===== config.mk =====
export PLATFORM = sky130hd
export DESIGN_NAME = uart_lite_register_block
export DESIGN_NICKNAME = d
export VERILOG_FILES = /design/src/rtl/core/ulr_pkg.sv /design/src/rtl/core/uart_lite_register_block.sv /design/src/rtl/core/ulr_fifo.sv
export SDC_FILE = /design/constraint.sdc
export NUM_CORES = 1
export LEC_CHECK = 0
export BUFFER_PORTS_ARGS = -buffer_cell sky130_fd_sc_hd__buf_2
export CAP_MARGIN = 10
export CELL_PAD_IN_SITES_DETAIL_PLACEMENT = 0
export CELL_PAD_IN_SITES_GLOBAL_PLACEMENT = 2
export CORE_MARGIN = 2
export CORE_UTILIZATION = 35
export DETAILED_ROUTE_END_ITERATION = 10
export PLACE_DENSITY_LB_ADDON = 0.3
export RECOVER_POWER = 100
export SLEW_MARGIN = 15
export SYNTH_ARGS = -nofsm -noshare
export SYNTH_HDL_FRONTEND = slang
export SYNTH_SLANG_ARGS = --single-unit

===== constraint.sdc =====
create_clock -name clk -period 4.3 [get_ports clk]
set_input_delay 0.43 -clock clk [delete_from_list [all_inputs] [get_ports clk]]
set_output_delay 0.43 -clock clk [all_outputs]
set_load 0.05 [all_outputs]

===== src/rtl/core/ulr_pkg.sv =====
// Shared types and constants for the lite UART register block.
// Holds the FIFO sizing, the opcode and register codes, and the control structs.
// No dependencies.
package ulr_pkg;

	localparam int FIFO_DEPTH = 16;
	localparam int PTR_W      = $clog2(FIFO_DEPTH);
	localparam int CNT_W      = $clog2(FIFO_DEPTH + 1);
	localparam int SUM_W      = PTR_W + 1;

	localparam int DATA_W      = 32;
	localparam int BYTE_W      = 8;
	localparam int IN_TDATA_W  = 48;
	localparam int OUT_TDATA_W = 48;
	localparam int IN_TUSER_W  = 2;

	typedef enum logic [1:0] {
		OP_BUS_READ    = 2'd0,
		OP_BUS_WRITE   = 2'd1,
		OP_LINE_RX     = 2'd2,
		OP_LINE_TX_REQ = 2'd3
	} opcode_t;

	typedef enum logic [1:0] {
		REG_RX_DATA = 2'd0,
		REG_TX_DATA = 2'd1,
		REG_STATUS  = 2'd2,
		REG_CONTROL = 2'd3
	} reg_index_t;

	localparam int STAT_RX_VALID = 0;
	localparam int STAT_RX_FULL  = 1;
	localparam int STAT_TX_EMPTY = 2;
	localparam int STAT_TX_FULL  = 3;
	localparam int STAT_IRQ_EN   = 4;
	localparam int STAT_ERR_LSB  = 5;

	localparam int CTRL_TX_RESET = 0;
	localparam int CTRL_RX_RESET = 1;
	localparam int CTRL_IRQ_EN   = 4;

	localparam int ERR_OVERRUN = 0;
	localparam int ERR_FRAME   = 1;
	localparam int ERR_PARITY  = 2;
	localparam int ERR_W       = 3;

	typedef struct packed {
		logic push;
		logic pop;
		logic clear;
	} fifo_ctrl_t;

	typedef struct packed {
		logic [CNT_W-1:0] count;
		logic [CNT_W-1:0] count_next;
		logic             full;
		logic             empty;
	} fifo_stat_t;

	typedef struct packed {
		opcode_t     opcode;
		reg_index_t  reg_index;
		logic [DATA_W-1:0] write_data;
		logic [BYTE_W-1:0] line_byte;
		logic        line_frame_error;
		logic        line_parity_error;
	} item_t;

endpackage


===== src/rtl/core/uart_lite_register_block.sv =====
// Top level of the lite UART register block: input stage, register decode and result stage.
// Instantiates ulr_fifo for the receive and transmit FIFOs.
// Depends on ulr_pkg and ulr_fifo.
//
// Usage:
// Each input word on the s_axis channel is one event: a bus read, a bus write, a byte
// from the serial line, or a request from the line transmitter, chosen by s_axis_tuser.
// Every event yields exactly one result word on the m_axis channel carrying the read
// data, the byte handed to the transmitter with its valid flag, and the interrupt level
// after the event.
// An accepted word is registered in the input stage, decoded when it advances and applied to the
// FIFOs and flags at that edge, where its result is also loaded into the output register.
// One word is accepted every cycle while the output is not stalled; the FIFO state updates
// once per word.
// Reset clears both FIFOs, the interrupt enable and the error flags and empties both
// pipeline stages.
// When the receiver stalls, the result waits in the output register, one more word is
// held in the input stage, and s_axis_tready drops until the result is taken.
module uart_lite_register_block import ulr_pkg::*; (
	input  logic                   clk,
	input  logic                   arst_n,
	input  logic                   s_axis_tvalid,
	output logic                   s_axis_tready,
	// reg_index[1:0], write_data[33:2], line_byte[41:34], line_frame_error[42],
	// line_parity_error[43], zero fill above
	input  logic [IN_TDATA_W-1:0]  s_axis_tdata,
	// opcode[1:0]
	input  logic [IN_TUSER_W-1:0]  s_axis_tuser,
	output logic                   m_axis_tvalid,
	input  logic                   m_axis_tready,
	// read_data[31:0], tx_valid[32], tx_byte[40:33], irq[41], zero fill above
	output logic [OUT_TDATA_W-1:0] m_axis_tdata
);

	item_t             item_s1;
	logic              valid_s1;
	logic              valid_s2;
	logic              advance;
	logic              s_accept;

	logic [DATA_W-1:0] read_data_s2;
	logic              tx_valid_s2;
	logic [BYTE_W-1:0] tx_byte_s2;
	logic              irq_s2;

	logic              irq_en_q;
	logic              irq_en_next;
	logic [ERR_W-1:0]  err_q;
	logic [ERR_W-1:0]  err_next;

	fifo_ctrl_t        rx_ctrl;
	fifo_ctrl_t        tx_ctrl;
	fifo_stat_t        rx_stat;
	fifo_stat_t        tx_stat;
	logic [BYTE_W-1:0] rx_rdata;
	logic [BYTE_W-1:0] tx_rdata;

	logic [DATA_W-1:0] read_data;
	logic              tx_valid;
	logic [BYTE_W-1:0] tx_byte;
	logic              irq_next;
	logic [DATA_W-1:0] status_word;

	assign advance       = valid_s1 && (!valid_s2 || m_axis_tready);
	assign s_axis_tready = !valid_s1 || advance;
	assign s_accept      = s_axis_tvalid && s_axis_tready;

	always_ff @(posedge clk or negedge arst_n) begin
		if (!arst_n) begin
			valid_s1 <= 1'b0;
			valid_s2 <= 1'b0;
		end else begin
			valid_s1 <= s_accept || (valid_s1 && !advance);
			valid_s2 <= advance || (valid_s2 && !m_axis_tready);
		end
	end

	always_ff @(posedge clk) begin
		if (s_accept) begin
			item_s1.opcode            <= opcode_t'(s_axis_tuser[1:0]);
			item_s1.reg_index         <= reg_index_t'(s_axis_tdata[1:0]);
			item_s1.write_data        <= s_axis_tdata[33:2];
			item_s1.line_byte         <= s_axis_tdata[41:34];
			item_s1.line_frame_error  <= s_axis_tdata[42];
			item_s1.line_parity_error <= s_axis_tdata[43];
		end
	end

	ulr_fifo u_rx_fifo (
		.clk    (clk),
		.arst_n (arst_n),
		.ctrl   (rx_ctrl),
		.wdata  (item_s1.line_byte),
		.rdata  (rx_rdata),
		.stat   (rx_stat)
	);

	ulr_fifo u_tx_fifo (
		.clk    (clk),
		.arst_n (arst_n),
		.ctrl   (tx_ctrl),
		.wdata  (item_s1.write_data[BYTE_W-1:0]),
		.rdata  (tx_rdata),
		.stat   (tx_stat)
	);

	always_comb begin
		status_word                   = '0;
		status_word[STAT_RX_VALID]    = !rx_stat.empty;
		status_word[STAT_RX_FULL]     = rx_stat.full;
		status_word[STAT_TX_EMPTY]    = tx_stat.empty;
		status_word[STAT_TX_FULL]     = tx_stat.full;
		status_word[STAT_IRQ_EN]      = irq_en_q;
		status_word[STAT_ERR_LSB +: ERR_W] = err_q;
	end

	always_comb begin
		rx_ctrl     = '0;
		tx_ctrl     = '0;
		read_data   = '0;
		tx_valid    = 1'b0;
		tx_byte     = '0;
		irq_en_next = irq_en_q;
		err_next    = err_q;
		if (advance) begin
			unique case (item_s1.opcode)
				OP_BUS_READ: begin
					unique case (item_s1.reg_index)
						REG_RX_DATA: begin
							if (!rx_stat.empty) begin
								read_data   = DATA_W'(rx_rdata);
								rx_ctrl.pop = 1'b1;
							end
						end
						REG_STATUS: begin
							read_data = status_word;
							err_next  = '0;
						end
						default: begin
						end
					endcase
				end
				OP_BUS_WRITE: begin
					unique case (item_s1.reg_index)
						REG_TX_DATA: begin
							tx_ctrl.push = 1'b1;
						end
						REG_CONTROL: begin
							tx_ctrl.clear = item_s1.write_data[CTRL_TX_RESET];
							rx_ctrl.clear = item_s1.write_data[CTRL_RX_RESET];
							irq_en_next   = item_s1.write_data[CTRL_IRQ_EN];
						end
						default: begin
						end
					endcase
				end
				OP_LINE_RX: begin
					err_next[ERR_FRAME]  = err_q[ERR_FRAME] | item_s1.line_frame_error;
					err_next[ERR_PARITY] = err_q[ERR_PARITY] | item_s1.line_parity_error;
					if (rx_stat.full) begin
						err_next[ERR_OVERRUN] = 1'b1;
					end else begin
						rx_ctrl.push = 1'b1;
					end
				end
				OP_LINE_TX_REQ: begin
					if (!tx_stat.empty) begin
						tx_valid    = 1'b1;
						tx_byte     = tx_rdata;
						tx_ctrl.pop = 1'b1;
					end
				end
				default: begin
				end
			endcase
		end
	end

	assign irq_next = irq_en_next && ((rx_stat.count_next != '0) || (tx_stat.count_next == '0));

	always_ff @(posedge clk or negedge arst_n) begin
		if (!arst_n) begin
			irq_en_q <= 1'b0;
			err_q    <= '0;
		end else begin
			irq_en_q <= irq_en_next;
			err_q    <= err_next;
		end
	end

	always_ff @(posedge clk) begin
		if (advance) begin
			read_data_s2 <= read_data;
			tx_valid_s2  <= tx_valid;
			tx_byte_s2   <= tx_byte;
			irq_s2       <= irq_next;
		end
	end

	assign m_axis_tvalid = valid_s2;
	assign m_axis_tdata  = {6'd0, irq_s2, tx_byte_s2, tx_valid_s2, read_data_s2};

`ifndef ASSERT_OFF
	a_stall_only_when_blocked: assert property (@(posedge clk) disable iff (!arst_n)
		!s_axis_tready |-> (valid_s1 && m_axis_tvalid && !m_axis_tready))
		else $error("input stalled while the output stage could move");

	a_rx_count_bound: assert property (@(posedge clk) disable iff (!arst_n)
		rx_stat.count <= CNT_W'(FIFO_DEPTH))
		else $error("receive FIFO count exceeds its depth");

	a_tx_count_bound: assert property (@(posedge clk) disable iff (!arst_n)
		tx_stat.count <= CNT_W'(FIFO_DEPTH))
		else $error("transmit FIFO count exceeds its depth");

	a_tx_word_no_read_data: assert property (@(posedge clk) disable iff (!arst_n)
		(m_axis_tvalid && tx_valid_s2) |-> (read_data_s2 == '0))
		else $error("transmit handoff carries read data");

	a_irq_needs_enable: assert property (@(posedge clk) disable iff (!arst_n)
		(m_axis_tvalid && irq_s2) |-> irq_en_q)
		else $error("interrupt raised with interrupt enable clear");

	a_state_moves_on_advance: assert property (@(posedge clk) disable iff (!arst_n)
		!advance |=> ($stable(rx_stat.count) && $stable(tx_stat.count) && $stable(err_q)))
		else $error("register state changed without an item");
`endif

endmodule


===== src/rtl/core/ulr_fifo.sv =====
// Byte FIFO of FIFO_DEPTH entries with head pointer and fill count.
// Push, pop and clear are registered; the head entry is read combinationally.
// Depends on ulr_pkg.
module ulr_fifo import ulr_pkg::*; (
	input  logic              clk,
	input  logic              arst_n,
	input  fifo_ctrl_t        ctrl,
	input  logic [BYTE_W-1:0] wdata,
	output logic [BYTE_W-1:0] rdata,
	output fifo_stat_t        stat
);

	logic [BYTE_W-1:0] store_q [FIFO_DEPTH];
	logic [PTR_W-1:0]  head_q;
	logic [PTR_W-1:0]  head_next;
	logic [PTR_W-1:0]  head_inc;
	logic [PTR_W-1:0]  wr_ptr;
	logic [SUM_W-1:0]  wr_sum;
	logic [CNT_W-1:0]  count_q;
	logic [CNT_W-1:0]  count_next;
	logic              full;
	logic              empty;
	logic              do_push;
	logic              do_pop;

	assign full    = (count_q == CNT_W'(FIFO_DEPTH));
	assign empty   = (count_q == '0);
	assign do_push = ctrl.push && !full && !ctrl.clear;
	assign do_pop  = ctrl.pop && !empty && !ctrl.clear;

	assign wr_sum   = SUM_W'(head_q) + SUM_W'(count_q);
	assign wr_ptr   = (wr_sum >= SUM_W'(FIFO_DEPTH)) ? PTR_W'(wr_sum - SUM_W'(FIFO_DEPTH))
	                                                  : PTR_W'(wr_sum);
	assign head_inc = (head_q == PTR_W'(FIFO_DEPTH - 1)) ? '0 : head_q + 1'b1;

	always_comb begin
		head_next  = head_q;
		count_next = count_q;
		if (ctrl.clear) begin
			head_next  = '0;
			count_next = '0;
		end else if (do_push && !do_pop) begin
			count_next = count_q + 1'b1;
		end else if (do_pop && !do_push) begin
			head_next  = head_inc;
			count_next = count_q - 1'b1;
		end else if (do_pop && do_push) begin
			head_next  = head_inc;
		end
	end

	always_ff @(posedge clk or negedge arst_n) begin
		if (!arst_n) begin
			head_q  <= '0;
			count_q <= '0;
		end else begin
			head_q  <= head_next;
			count_q <= count_next;
		end
	end

	always_ff @(posedge clk) begin
		if (do_push) begin
			store_q[wr_ptr] <= wdata;
		end
	end

	assign rdata = store_q[head_q];

	assign stat.count      = count_q;
	assign stat.count_next = count_next;
	assign stat.full       = full;
	assign stat.empty      = empty;

endmodule

# == Word level (Yosys, flattened, before mapping) ==
# Memory sizes are Yosys's and may differ from the RTL's. A register that Yosys moved wholly into a read port is not among the register bits.
# Cells that the tools add are included.
# word_totals
ff_bits,80
latchBits,0
mem_bits_rw,256
romBits,0
input_bits,54
output_inout_bits,50
word_cells,146
mem_count,2
# memory_table
memory,words,width,read_ports,rd_ports_with_merged_regs,write_ports,line,text
u_rx_fifo.store_q,16,8,1,0,1,ulr_fifo.sv:13,logic [BYTE_W-1:0] store_q [FIFO_DEPTH];
u_tx_fifo.store_q,16,8,1,1,1,ulr_fifo.sv:13,
# classes
addsub,10
mul,0
div,0
order_cmp,2
n_eq_ne,14
shift,0
muxes,45
bitwise,3
reduce_logical,52
# ops
op,n
$pmux 32 s2,1
$mux 4,12
$mux 5,6
$mux 1,21
$logic_and 1x1->1,19
$logic_not 5->1,3
$logic_not 1->1,14
$add 4x5->5,2
$add 5x1->5 const B,2
$eq 5x5->1 const B,2
$ge 5x5->1 const B,2
$sub 5x1->5 const B,2
$mux 3,3
$add 4x1->4 const B,2
$eq 2x2->1 const B,4
$eq 4x4->1 const B,2
$mux 8,1
$ne 2x1->1 const B,4
$sub 4x1->4 const B,2
$pmux 3 s2,1
$reduce_bool 3->1,2
$logic_or 1x1->1,5
$reduce_bool 5->1,1
$eq 2x1->1 const B,2
other kinds (8),11

# == Logic depth before layout (Yosys ltp) ==
# Gate-level depths: netlist of the first run.
# depth
ltp_word,15
mapped_depth,8
mapped_depth_nobuf,8

# == Hierarchy ==
# From an unflattened synthesis of the first run, not the netlist that was laid out.
# hier_totals
hier_cells,695
area_unflattened_um2,13281.5
# modules_own_cells
module,n_inst,cells_each,area_per_inst_um2,seq_area_each_um2
ulr_fifo,2,271,5629.1,4068.9
uart_lite_register_block,1,153,2023.2,1351.3

# == Worst setup path after synthesis of the first run ==
# No wires, ideal clock.
# synth_path
path_kind,reg-to-reg
start,reg u_tx_fifo.head_q[1]
end,mem u_tx_fifo.store_q[14][0] (enable)
setup_ns,0.395
t_arrival_ns,2.615
required_time_ns,3.905
path_slack_ns,1.290
path_stages_with_launch,8
path_buffers,2
synth_period_minus_slack_ns,3.010
path_cell_list,dfrtp_1 > clkbuf_1 > clkbuf_1 > inv_1 > fa_1 > xnor2_1 > nand2_1 > nor4_1
# synth_via
elab_chain_len,3
word_cells_on_any_way,4
cone_classes,add/sub (2); order compare (1); mux (1)
# synth_lines
element,line,text
from (decl),ulr_fifo.sv:14,logic [PTR_W-1:0] head_q;
from (signal assigned),ulr_fifo.sv:57,head_q <= head_next;
$add 4x5->5 (*),ulr_fifo.sv:31,assign wr_sum = SUM_W'(head_q) + SUM_W'(count_q);
$sub 4x1->4 or $ge 5x5->1 (tied branches),ulr_fifo.sv:32,assign wr_ptr = (wr_sum >= SUM_W'(FIFO_DEPTH)) ? PTR_W'(wr_sum - SUM_W'(FIFO_DEPTH))
$mux 4 (*),ulr_fifo.sv:32,
to (decl),ulr_fifo.sv:13,
# Every way passes the cells marked *; elsewhere a longest branch is shown, timed or not.

# == Worst setup path after layout of the first run ==
# layout_path
start,reg u_rx_fifo.count_q[1]
end,reg irq_s2 (data pin)
# layout_via
elab_chain_len,14
word_cells_on_any_way,26
cone_classes,add/sub (2); eq/ne (1); mux (9); reduce/logical (14)
# layout_lines
element,line,text
from (decl),ulr_fifo.sv:19,logic [CNT_W-1:0] count_q;
from (signal assigned),ulr_fifo.sv:58,count_q <= count_next;
$logic_not 5->1 or $eq 5x5->1 (tied branches),"ulr_fifo.sv:27, ulr_fifo.sv:26",
"$mux 1, on equally long branches","uart_lite_register_block.sv:130, uart_lite_register_block.sv:160",
"$mux 1, on equally long branches","uart_lite_register_block.sv:128, uart_lite_register_block.sv:126",
$mux 1 or $mux 3 (tied branches),"uart_lite_register_block.sv:126, uart_lite_register_block.sv:125",
$mux 3 or $logic_and 1x1->1 (tied branches),"uart_lite_register_block.sv:125, ulr_fifo.sv:28",
"$logic_and 1x1->1, on equally long branches","ulr_fifo.sv:29, ulr_fifo.sv:28",
$logic_and 1x1->1 or $logic_not 1->1 (tied branches),"ulr_fifo.sv:29, ulr_fifo.sv:44",
$logic_and 1x1->1 or $logic_not 1->1 (tied branches),"ulr_fifo.sv:44, ulr_fifo.sv:42",
$mux 5 or $logic_and 1x1->1 (tied branches),"ulr_fifo.sv:44, ulr_fifo.sv:42",
$mux 5 (*),ulr_fifo.sv:42,end else if (do_push && !do_pop) begin
$mux 5 (*),ulr_fifo.sv:39,if (ctrl.clear) begin
$reduce_bool 5->1 (*),uart_lite_register_block.sv:179,assign irq_next = irq_en_next && ((rx_stat.count_next != '0) || (tx_stat.count_next == '0));
$logic_or 1x1->1 (*),uart_lite_register_block.sv:179,
$logic_and 1x1->1 (*),uart_lite_register_block.sv:179,
net irq_next,uart_lite_register_block.sv:61,logic irq_next;
to (signal assigned),uart_lite_register_block.sv:196,irq_s2 <= irq_next;
to (decl),uart_lite_register_block.sv:44,logic irq_s2;
# The timed path passes the listed nets; every way through them passes the cells marked *.
# A chain may end at the register's enable or synchronous reset.

==> metrics, run 1 <==
multi-input logic area=roughly 3400 um^2; Data required, critical path=4.55 ns; FF+latch count, synth=320; Synth Area in XOR/XNOR=0.01124; # nets final=849; Lkg Pwr=0.004793 uW; vias in the first global route=6,901; chip width=between 150 and 200 um; Syn-to-layout area delta=12.91%; ant diodes=0; Pre-Repair DR Iteration Count=5; hold buffers post-CTS=1; CTS tree=done; Post-CTS Setup Repair Bufs=0; Clock Sinks=320; layout cell share with drive strength beyond 1=0.1983; Pwr Density=about 590 nW/um^2; CP Cell Sequence=inv_1 > ha_1 > nor4b_1 > nor2_1 > a311oi_1 > o22ai_1 > o311ai_1 > o41ai_1; CP max stage delay=1.05 ns; failing checks=max-capacitance violations, max-slew violations; WS Path Type=reg2reg; Finish-stage setup viols=0; root buffer cell=clkbuf_16; Hold/Removal Path Class=in2reg; cell area after synthesis=13,250 um^2; core footprint=37,490 um^2; Reg clk slew, reported paths=0.06 ns; total die area=about 39,000 um^2; Initial Util=0.3534; cell family with the largest share of critical-path delay=simple AND/OR/NAND/NOR gates; measured slew at the worst slew-check pin=approximately 1.6 ns; busiest grt layer=met2; ys flop type=edfxtp_1; clock skew=0.01793 ns; post-route insts no fill=1,318; Rows=71; Placed Instance Area=13,950 um^2; die height=198.6 um; post-synthesis cell count=716; total global-route track usage=0.1429; maximum vdd drop=0.0002472 V; status=complete, but fails checks; Final Cycle Share=0.7984; RSZ-0062 raised after global routing=no; Layout fillers=~3.4k; Async S/R FF share, synth=0.07500; Finished Cell Area=14,960 um^2; met3 track demand over resource=0.03052; H-tree levels=2; worst endpoint data arrival time=around 3.7 ns; register area=9492 um^2; # DRC=0; CTS max path bufs=3; CTS Buf Count=36; Crit-path slowest cell=nor4b_1; ranking of synthesized cells by area=edfxtp_1, mux4_2, dfrtp_1, buf_4, nor2_1; minimum clock period=3.433 ns; f_max=0.2913 GHz; Mean Syn Cell Area=around 19 um^2; # port buffers=45; met2 Use GR=0.2227; post-detail-place hpwl=18.25 mm; total of max-cap violations=1; post-route ant nets=0; placed insts=roughly 1.3k; post-synth top area cell=edfxtp_1; Skew-Pair Late Insertion Delay=0.52 ns; Worst Setup Start Kind=flip-flop; Ys Warns=0; Compound-Gate Fraction of Synth Area=0.02814; Post-CTS Resized=0; simple-gate area share of the yosys netlist=0.05968; Ports=104; global route overflow=0; largest family of logic cells by synthesized area=multiplexers; max-slew violations=23; vias=about 6.5k; adder-cell share of the synthesized area=0.01624; slew margin rel.=-0.05343; Critical Path End Type=flip-flop; initial antenna violation count=1; vias per cell=4.926; Max FO, Critical Path=8; mux share of post-synthesis cell area=0.1367; GP Congestion=0.7843; Post-synth EDFFs=296; Total Wirelength=~27 mm; met1 Use GR=0.2012; 1st-iter DRT viols=479; post-layout util=0.3990; Synth top area share=0.6709; largest net degree at the start of global routing=38; hold violation count in the final report=0; register area share after synthesis=0.7162; Distinct cells, synth=56; final setup TNS=0 ns; routed len/inst=roughly 21 um; first-pass GRT wire length=41.88 mm; WP buf/inv=1
[power by group]
part	internal, uW	leakage [uW]	switching [uW]	total [uW]
Sequential	3590	0.00299	232	3820
Clock	1640	0.000529	1180	2820
Combinational	955	0.00127	1190	2140
Total	6180	0.00479	2600	8780
[state kept, by name, indices dropped and copies added (netlist names)]
signal / count
err_q: 3
irq_s2: 1
u_tx_fifo.head_q: 4
valid_s1: 1
read_data_s2: 8
m_axis_tvalid: 1
tx_valid_s2: 1
u_rx_fifo.head_q: 4
u_tx_fifo.store_q: 128
irq_en_q: 1
u_rx_fifo.store_q: 128
u_tx_fifo.count_q: 5
u_rx_fifo.count_q: 5
item_s1: 22
tx_byte_s2: 8
[cells in the mapped netlist, drive strengths merged, types with 6 or more instances]
cell type  count
nor2b         12
xor2           7
edfxtp       296
dfrtp         24
and2           6
buf           46
nand2         30
inv            9
a21oi         16
o21ai          8
xnor2         10
nor4           9
nand3          8
nor2          52
clkbuf        17
mux4          80
ha            14
[cells in the final DEF, fill, tap and decap left out, types with 4 or more instances in the layout]
cell,synthesis,layout
nand3_1,8,8
nor3_1,5,5
nor2_1,52,51
edfxtp_1,296,296
a22oi_1,5,5
nand2b_1,5,5
nor4_1,9,8
a22o_1,4,4
nand4_1,5,5
clkbuf_1,16,40
and2_1,6,4
mux4_2,80,80
clkinv_1,0,10
or3_1,4,4
a21oi_1,15,16
ha_1,14,14
nand2_1,30,30
clkbuf_16,0,37
o21ai_0,8,8
a31oi_1,5,5
xnor2_1,10,10
clkinv_2,0,5
conb_1,1,30
nor2b_1,12,12
and3_1,4,4
xor2_1,7,7
inv_1,9,9
dfrtp_1,24,22
buf_2,11,23
[metal layers]
layer  vias to the layer above  wire length [um]
met2                       167             12670
met1                      3346             12560
li1                       2933                 -
met4                         2               553
met5                         -                13
met3                        44              1447
[layout make-up]
class | instances | share of cell area
Multi-Input combinational cell | 353 | 0.2301
Clock inverter | 20 | 0.008448
Tap cell | 511 | 0.04274
Sequential cell | 320 | 0.6345
Inverter | 9 | 0.002258
Timing Repair Buffer | 59 | 0.01782
Clock buffer | 46 | 0.06415
[through the flow]
stage / total power, uW / hold WS [ns] / worst slack (ns)
detailed placement: 6047 / 0.4793 / 1.205
global route: 9232 / 0.05893 / 0.5679
finish: 8783 / 0.08468 / 0.8671
global placement: 6005 / 0.4811 / 1.257
CTS: 8906 / 0.05892 / 1.168
floorplan: 5537 / 0.1344 / 1.290
[final timing paths]
check | from | slack, ns | cells past startpoint | endpoint
max | u_rx_fifo.count_q[1]$_DFF_PN0_ | 0.87 | 8 | irq_s2$_DFFE_PN_
min | s_axis_tdata[42] | 0.08 | 1 | item_s1[1]$_DFFE_PP_
max reg2reg | u_rx_fifo.count_q[1]$_DFF_PN0_ | 0.87 | 8 | irq_s2$_DFFE_PN_
min reg2reg | item_s1[1]$_DFFE_PP_ | 0.54 | 2 | err_q[1]$_DFFE_PN0P_
max in group asynchronous | arst_n | 2.58 | 2 | u_rx_fifo.head_q[0]$_DFFE_PN0P_
min in group asynchronous | arst_n | 0.78 | 2 | u_tx_fifo.count_q[0]$_DFF_PN0_
[logic make-up (layout without fill, tap and decap cells)]
kind of cell,Yosys count,count (layout)
XOR/XNOR,17,17
multiplexers,81,81
buffers and inverters,72,134
AND/OR/NAND/NOR,154,154
adder cells (fa/ha/maj),16,16
AO/OA/AOI/OAI,55,55
other,1,30
flip-flops,320,320
No activity file was read; power rests on OpenSTA's default activity.
==> inputs of run 2 (changes only) <==
==> constraint.sdc (replaced) <==
create_clock -name clk -period 3.6 [get_ports clk]
set_input_delay 0.36 -clock clk [delete_from_list [all_inputs] [get_ports clk]]
set_output_delay 0.36 -clock clk [all_outputs]
set_load 0.05 [all_outputs]
==> run 2 against run 1 <==
  * The flow still finishes with violations (max-capacitance violations, max-slew violations)
  * Cell count up 1.4%
  * Worst hold slack lost 0.059 ns
  * Die area did not move
  * Via count up 1.6%
  * Non-clock buffer count increased by 23
  * Critical endpoint is now u_tx_fifo.store_q[11][4]$_DFFE_PP_
  * Total power rose by 22%
  * Flip-flop and latch count is the same
==> metrics, run 2 (same netlist as run 1, synthesis figures left out) <==
status=complete, but fails checks; failing checks=max-capacitance violations, max-slew violations; max-slew violations=23; # nets final=872; Critical Path End Type=flip-flop; Reg clk slew, reported paths=~0.050 ns; worst endpoint data arrival time=approximately 3.3 ns; largest net degree at the start of global routing=38; routed len/inst=20.09 um; root buffer cell=clkbuf_16; global route overflow=0; RSZ-0062 raised after global routing=no; maximum vdd drop=0.0002690 V; initial antenna violation count=2; CTS Buf Count=36; Pre-Repair DR Iteration Count=5; Data required, critical path=around 3.7 ns; r2r setup slk=0.47 ns; total die area=between 30,000 and 40,000 um^2; layout cell share with drive strength beyond 1=0.2090; measured slew at the worst slew-check pin=1.628 ns; die height=198.6 um; Rows=71; Max FO, Critical Path=16; Final Cycle Share=0.8681; Post-CTS Setup Repair Bufs=0; CTS tree=done; Post-CTS Resized=0; vias per cell=between 4 and 5; minimum clock period=3.125 ns; vias in the first global route=6,834; chip width=a little under 200 um; Ports=about 100; 1st-iter DRT viols=584; H-tree levels=2; # port buffers=45; core footprint=about 37,000 um^2; total of max-cap violations=1; most common cell after layout, fill and taps aside=edfxtp_1; most frequent cells in the layout=edfxtp_1, mux4_2, nor2_1; GP Congestion=about 0.75; f_max=0.3200 GHz; CTS max path bufs=3; Worst Setup Start Kind=flip-flop; hold violation count in the final report=0; final setup TNS=0 ns; post-route ant nets=0; Skew-Pair Late Insertion Delay=0.51 ns; largest registers=u_rx_fifo.store_q (128), u_tx_fifo.store_q (128), item_s1 (22); Clock Sinks=320; post-detail-place hpwl=roughly 18 mm; slew margin rel.=-0.08553; total global-route track usage=0.1408; Pwr Density=703.6 nW/um^2; WS Path Type=reg2reg; Initial Util=0.3534; first-pass GRT wire length=a little over 40 mm; overall power=approximately 11,000 uW; # DRC=0; Total Wirelength=26.85 mm; vias=6,595; Lkg Pwr=0.004913 uW; hold buffers post-CTS=6; Syn-to-layout area delta=14.67%; Hold/Removal Path Class=in2reg; clock skew=0.01195 ns; Finish-stage setup viols=0
-- run 2: worst paths after layout --
path	cells after the start	start	to
max	6	u_tx_fifo.head_q[0]$_DFFE_PN0P_	u_tx_fifo.store_q[11][4]$_DFFE_PP_
min	1	s_axis_tdata[1]	item_s1[43]$_DFFE_PP_
max reg2reg	6	u_tx_fifo.head_q[0]$_DFFE_PN0P_	u_tx_fifo.store_q[11][4]$_DFFE_PP_
min reg2reg	2	err_q[0]$_DFFE_PN0P_	err_q[0]$_DFFE_PN0P_
max in group asynchronous	2	arst_n	u_rx_fifo.head_q[0]$_DFFE_PN0P_
min in group asynchronous	2	arst_n	u_tx_fifo.head_q[3]$_DFFE_PN0P_
-- run 2: layout make-up --
type                            instances  area, um^2
Antenna cell                            2       5.005
Clock buffer                           43       948.4
Clock inverter                         16       187.7
Fill cell                            3416       22300
Inverter                                9       33.78
Multi-Input combinational cell        353        3457
Sequential cell                       320        9490
Tap cell                              511       639.4
Timing Repair Buffer                   82       430.4
-- run 2: metrics by stage --
stage                     instance area [um^2]  setup slack [ns]  hold slack (ns)  cells    util
after floorplan                          13360            0.5901          0.06441    745       -
after global placement                   14080            0.8970           0.4046   1269  0.3757
after detailed placement                 14080            0.8452           0.4026   1269  0.3757
after CTS                                15280            0.8375         0.001229   1334  0.4076
after global routing                     15190            0.2827         0.004656   1335  0.4052
final                                    15190            0.4749          0.02546   1336  0.4052
-- run 2: critical path: stages, from the launching register on --
cell and delay [ns]:
dfrtp_1 0.91, ha_1 0.32, inv_1 0.07, fa_1 0.57, nand3b_1 0.29, nor2_1 0.17, clkbuf_1 0.42
-- run 2: power by group --
group | switching [uW] | internal [uW]
Combinational | 1430 | 1160
Sequential | 287 | 4280
Clock | 1370 | 2160
-- run 2: metal layers --
layer	track usage	vias up	share of wire
li1	-	2979	-
met1	0.1940	3403	0.45
met2	0.2247	175	0.47
met3	0.03137	38	0.053
met4	0.04118	0	0.018
met5	0	-	0
==> inputs of run 3 (changes only) <==
==> constraint.sdc (replaced) <==
create_clock -name clk -period 3.3 [get_ports clk]
set_input_delay 0.33 -clock clk [delete_from_list [all_inputs] [get_ports clk]]
set_output_delay 0.33 -clock clk [all_outputs]
set_load 0.05 [all_outputs]
==> run 3 against run 2 <==
  * The run now ends clean
  * Combinational power rose by 12%
  * Clock power hardly changed
  * First-iteration DRC count rose by 7.7%
  * Worst setup slack got worse by 0.027 ns
  * Register-to-register slack worse by 0.03 ns
  * Sequential share of layout area shrank 0.37 points
  * Core utilization is 0.24 points higher
  * Maximum frequency rose by 9.6%
  * Non-clock buffer count is 31 higher
  * Die area stayed put
  * Via count up 2.3%
  * Critical endpoint is now u_rx_fifo.store_q[1][7]$_DFFE_PP_
  * Largest power group unchanged
==> metrics, run 3 (same netlist as run 1, synthesis figures left out) <==
Skew-Pair Late Insertion Delay=around 0.52 ns; total global-route track usage=0.1465; Initial Util=0.3534; clock skew=roughly 0.024 ns; hold path start=s_axis_tvalid; placed insts=1,285; Worst Setup Start Kind=flip-flop; Data required, critical path=3.44 ns; global route overflow=0; sequential share of power=0.436; Comb pwr share=0.255; Total Wirelength=27.77 mm; Hold Path End=valid_s1$_DFF_PN0_; RSZ-0062 raised after global routing=no; r2r setup slk=0.45 ns; Int Pwr=7987 uW; maximum vdd drop=about 0.00028 V; wire length on met3=approximately 1.8 mm; sw frac=0.2950; CP max stage delay=~0.47 ns; Ports=104; largest registers=u_rx_fifo.store_q (128), u_tx_fifo.store_q (128), item_s1 (22); Lkg Pwr=0.004919 uW; ant diodes=0; slew margin rel.=0.04848; cell family with the largest share of critical-path delay=simple AND/OR/NAND/NOR gates; total die area=39,430 um^2; wire length on met2=12.98 mm; vias=~6.7k; 1st-iter DRT viols=629; CTS max path bufs=3; minimum clock period=between 2 and 3 ns; Critical Path End Type=flip-flop; root buffer cell=clkbuf_16; CTS tree=done; post-route insts no fill=1,366; post-route ant nets=0; final setup TNS=0 ns; Rows=71; largest net degree at the start of global routing=39; reg-to-reg endpoint=u_rx_fifo.store_q[1][7]$_DFFE_PP_; Final Cycle Share=0.8644; hold depth=2; vias in the first global route=6,941; Max FO, Critical Path=8; r2r startpoint=item_s1[44]$_DFFE_PP_; Pre-Repair DR Iteration Count=7; most common cell after layout, fill and taps aside=edfxtp_1; routed len/inst=20.33 um; clock share of power=0.309; Net Switching=3342 uW; Reg clk slew, reported paths=0.06 ns; Clock Sinks=320; core footprint=approximately 37,000 um^2; Layout fillers=3,395; CP Cell Sequence=nand2b_1 > nor2_1 > clkbuf_1 > and3_1 > nand3b_1 > nor2_1 > clkbuf_1; hold violation count in the final report=0; die height=198.6 um; top layer in use=met4; # DRC=0; pre-CTS WS=slightly below 0.6 ns; Syn-to-layout area delta=15.36%; most frequent cells in the layout=edfxtp_1, mux4_2, clkbuf_1; vias per cell=roughly 5; WS Path Type=reg2reg; Finish-stage setup viols=0; DRT met1 WL=12.42 mm; # port buffers=45; post-layout util=0.4077; cells on worst reg2reg path=7; f_max=0.3506 GHz; GP Congestion=0.7729; initial antenna violation count=0; WP buf/inv=2; post-detail-place hpwl=18.80 mm; Pwr Density=between 700 and 800 nW/um^2; layout cell share with drive strength beyond 1=0.1883; # nets final=between 900 and 1k; status=completed; Crit-path slowest cell=clkbuf_1; CTS Buf Count=35; total of max-cap violations=0; max-slew violations=0; Hold/Removal Path Class=in2reg; final worst setup slack=~0.45 ns; worst endpoint data arrival time=between 2 and 3 ns; H-tree levels=2; register area=~9500 um^2; measured slew at the worst slew-check pin=~1.4 ns; chip width=198.6 um; Post-CTS Setup Repair Bufs=0; multi-input logic area=approximately 3500 um^2; first-pass GRT wire length=42.63 mm
==> run 3: timing repair <==
| item | 4_1_cts | 5_1_grt |
|---|---|---|
| hold buffers | 21 | 0 |
| hold endpoints to repair | 44 | 0 |
| gates resized for setup | 0 | 0 |
==> run 3: worst register-to-register path, delay by kind of cell (launching register included) <==
kind	cells	cell delay, ns
DFF	1	0.44
and+or+nand+nor	5	1.25
buffers and inverters	2	0.78
==> run 3: metal layers <==
metal,up-vias,GRT usage
met5,-,0
met4,0,0.04533
met3,44,0.02899
met2,205,0.2322
met1,3462,0.2048
li1,3038,-
==> run 3: worst max-delay path by stage <==
stage | cells after the start | from | to
finish | 7 | item_s1[44]$_DFFE_PP_ | u_rx_fifo.store_q[1][7]$_DFFE_PP_
global route | 7 | item_s1[44]$_DFFE_PP_ | u_rx_fifo.store_q[1][2]$_DFFE_PP_
CTS | 8 | u_rx_fifo.count_q[0]$_DFF_PN0_ | irq_s2$_DFFE_PN_
detailed placement | 8 | u_rx_fifo.count_q[0]$_DFF_PN0_ | irq_s2$_DFFE_PN_
global placement | 8 | u_rx_fifo.count_q[0]$_DFF_PN0_ | irq_s2$_DFFE_PN_
floorplan | 7 | u_tx_fifo.head_q[1]$_DFFE_PN0P_ | u_tx_fifo.store_q[14][0]$_DFFE_PP_
==> run 3: layout make-up <==
class	instances	area share
clock buffers	43	0.06205
clock inverters	17	0.004830
inverters	9	0.002210
multi-input cells	353	0.2262
flip-flops and latches	320	0.6210
well taps	511	0.04183
repair buffers	113	0.04192
==> run 3: power groups by stage <==
| stage | Clock, uW | Combinational, uW | Sequential [uW] |
|---|---|---|---|
| finish | 3500 | 2890 | 4940 |
| global route | 3780 | 3150 | 4980 |
| CTS | 3610 | 2960 | 4940 |
| detailed placement | 0 | 2930 | 5030 |
| global placement | 0 | 2880 | 5010 |
| floorplan | 0 | 2240 | 4980 |
==> run 3: per-stage QoR <==
| step | power [uW] | hold slack, ns | area (um^2) |
|---|---|---|---|
| after floorplan | 7215 | 0.03441 | 13360 |
| after global placement | 7883 | 0.3888 | 14230 |
| after detailed placement | 7959 | 0.3744 | 14230 |
| after CTS | 11510 | 0.002129 | 15460 |
| after global routing | 11910 | 0.03798 | 15280 |
| final | 11330 | 0.02779 | 15280 |
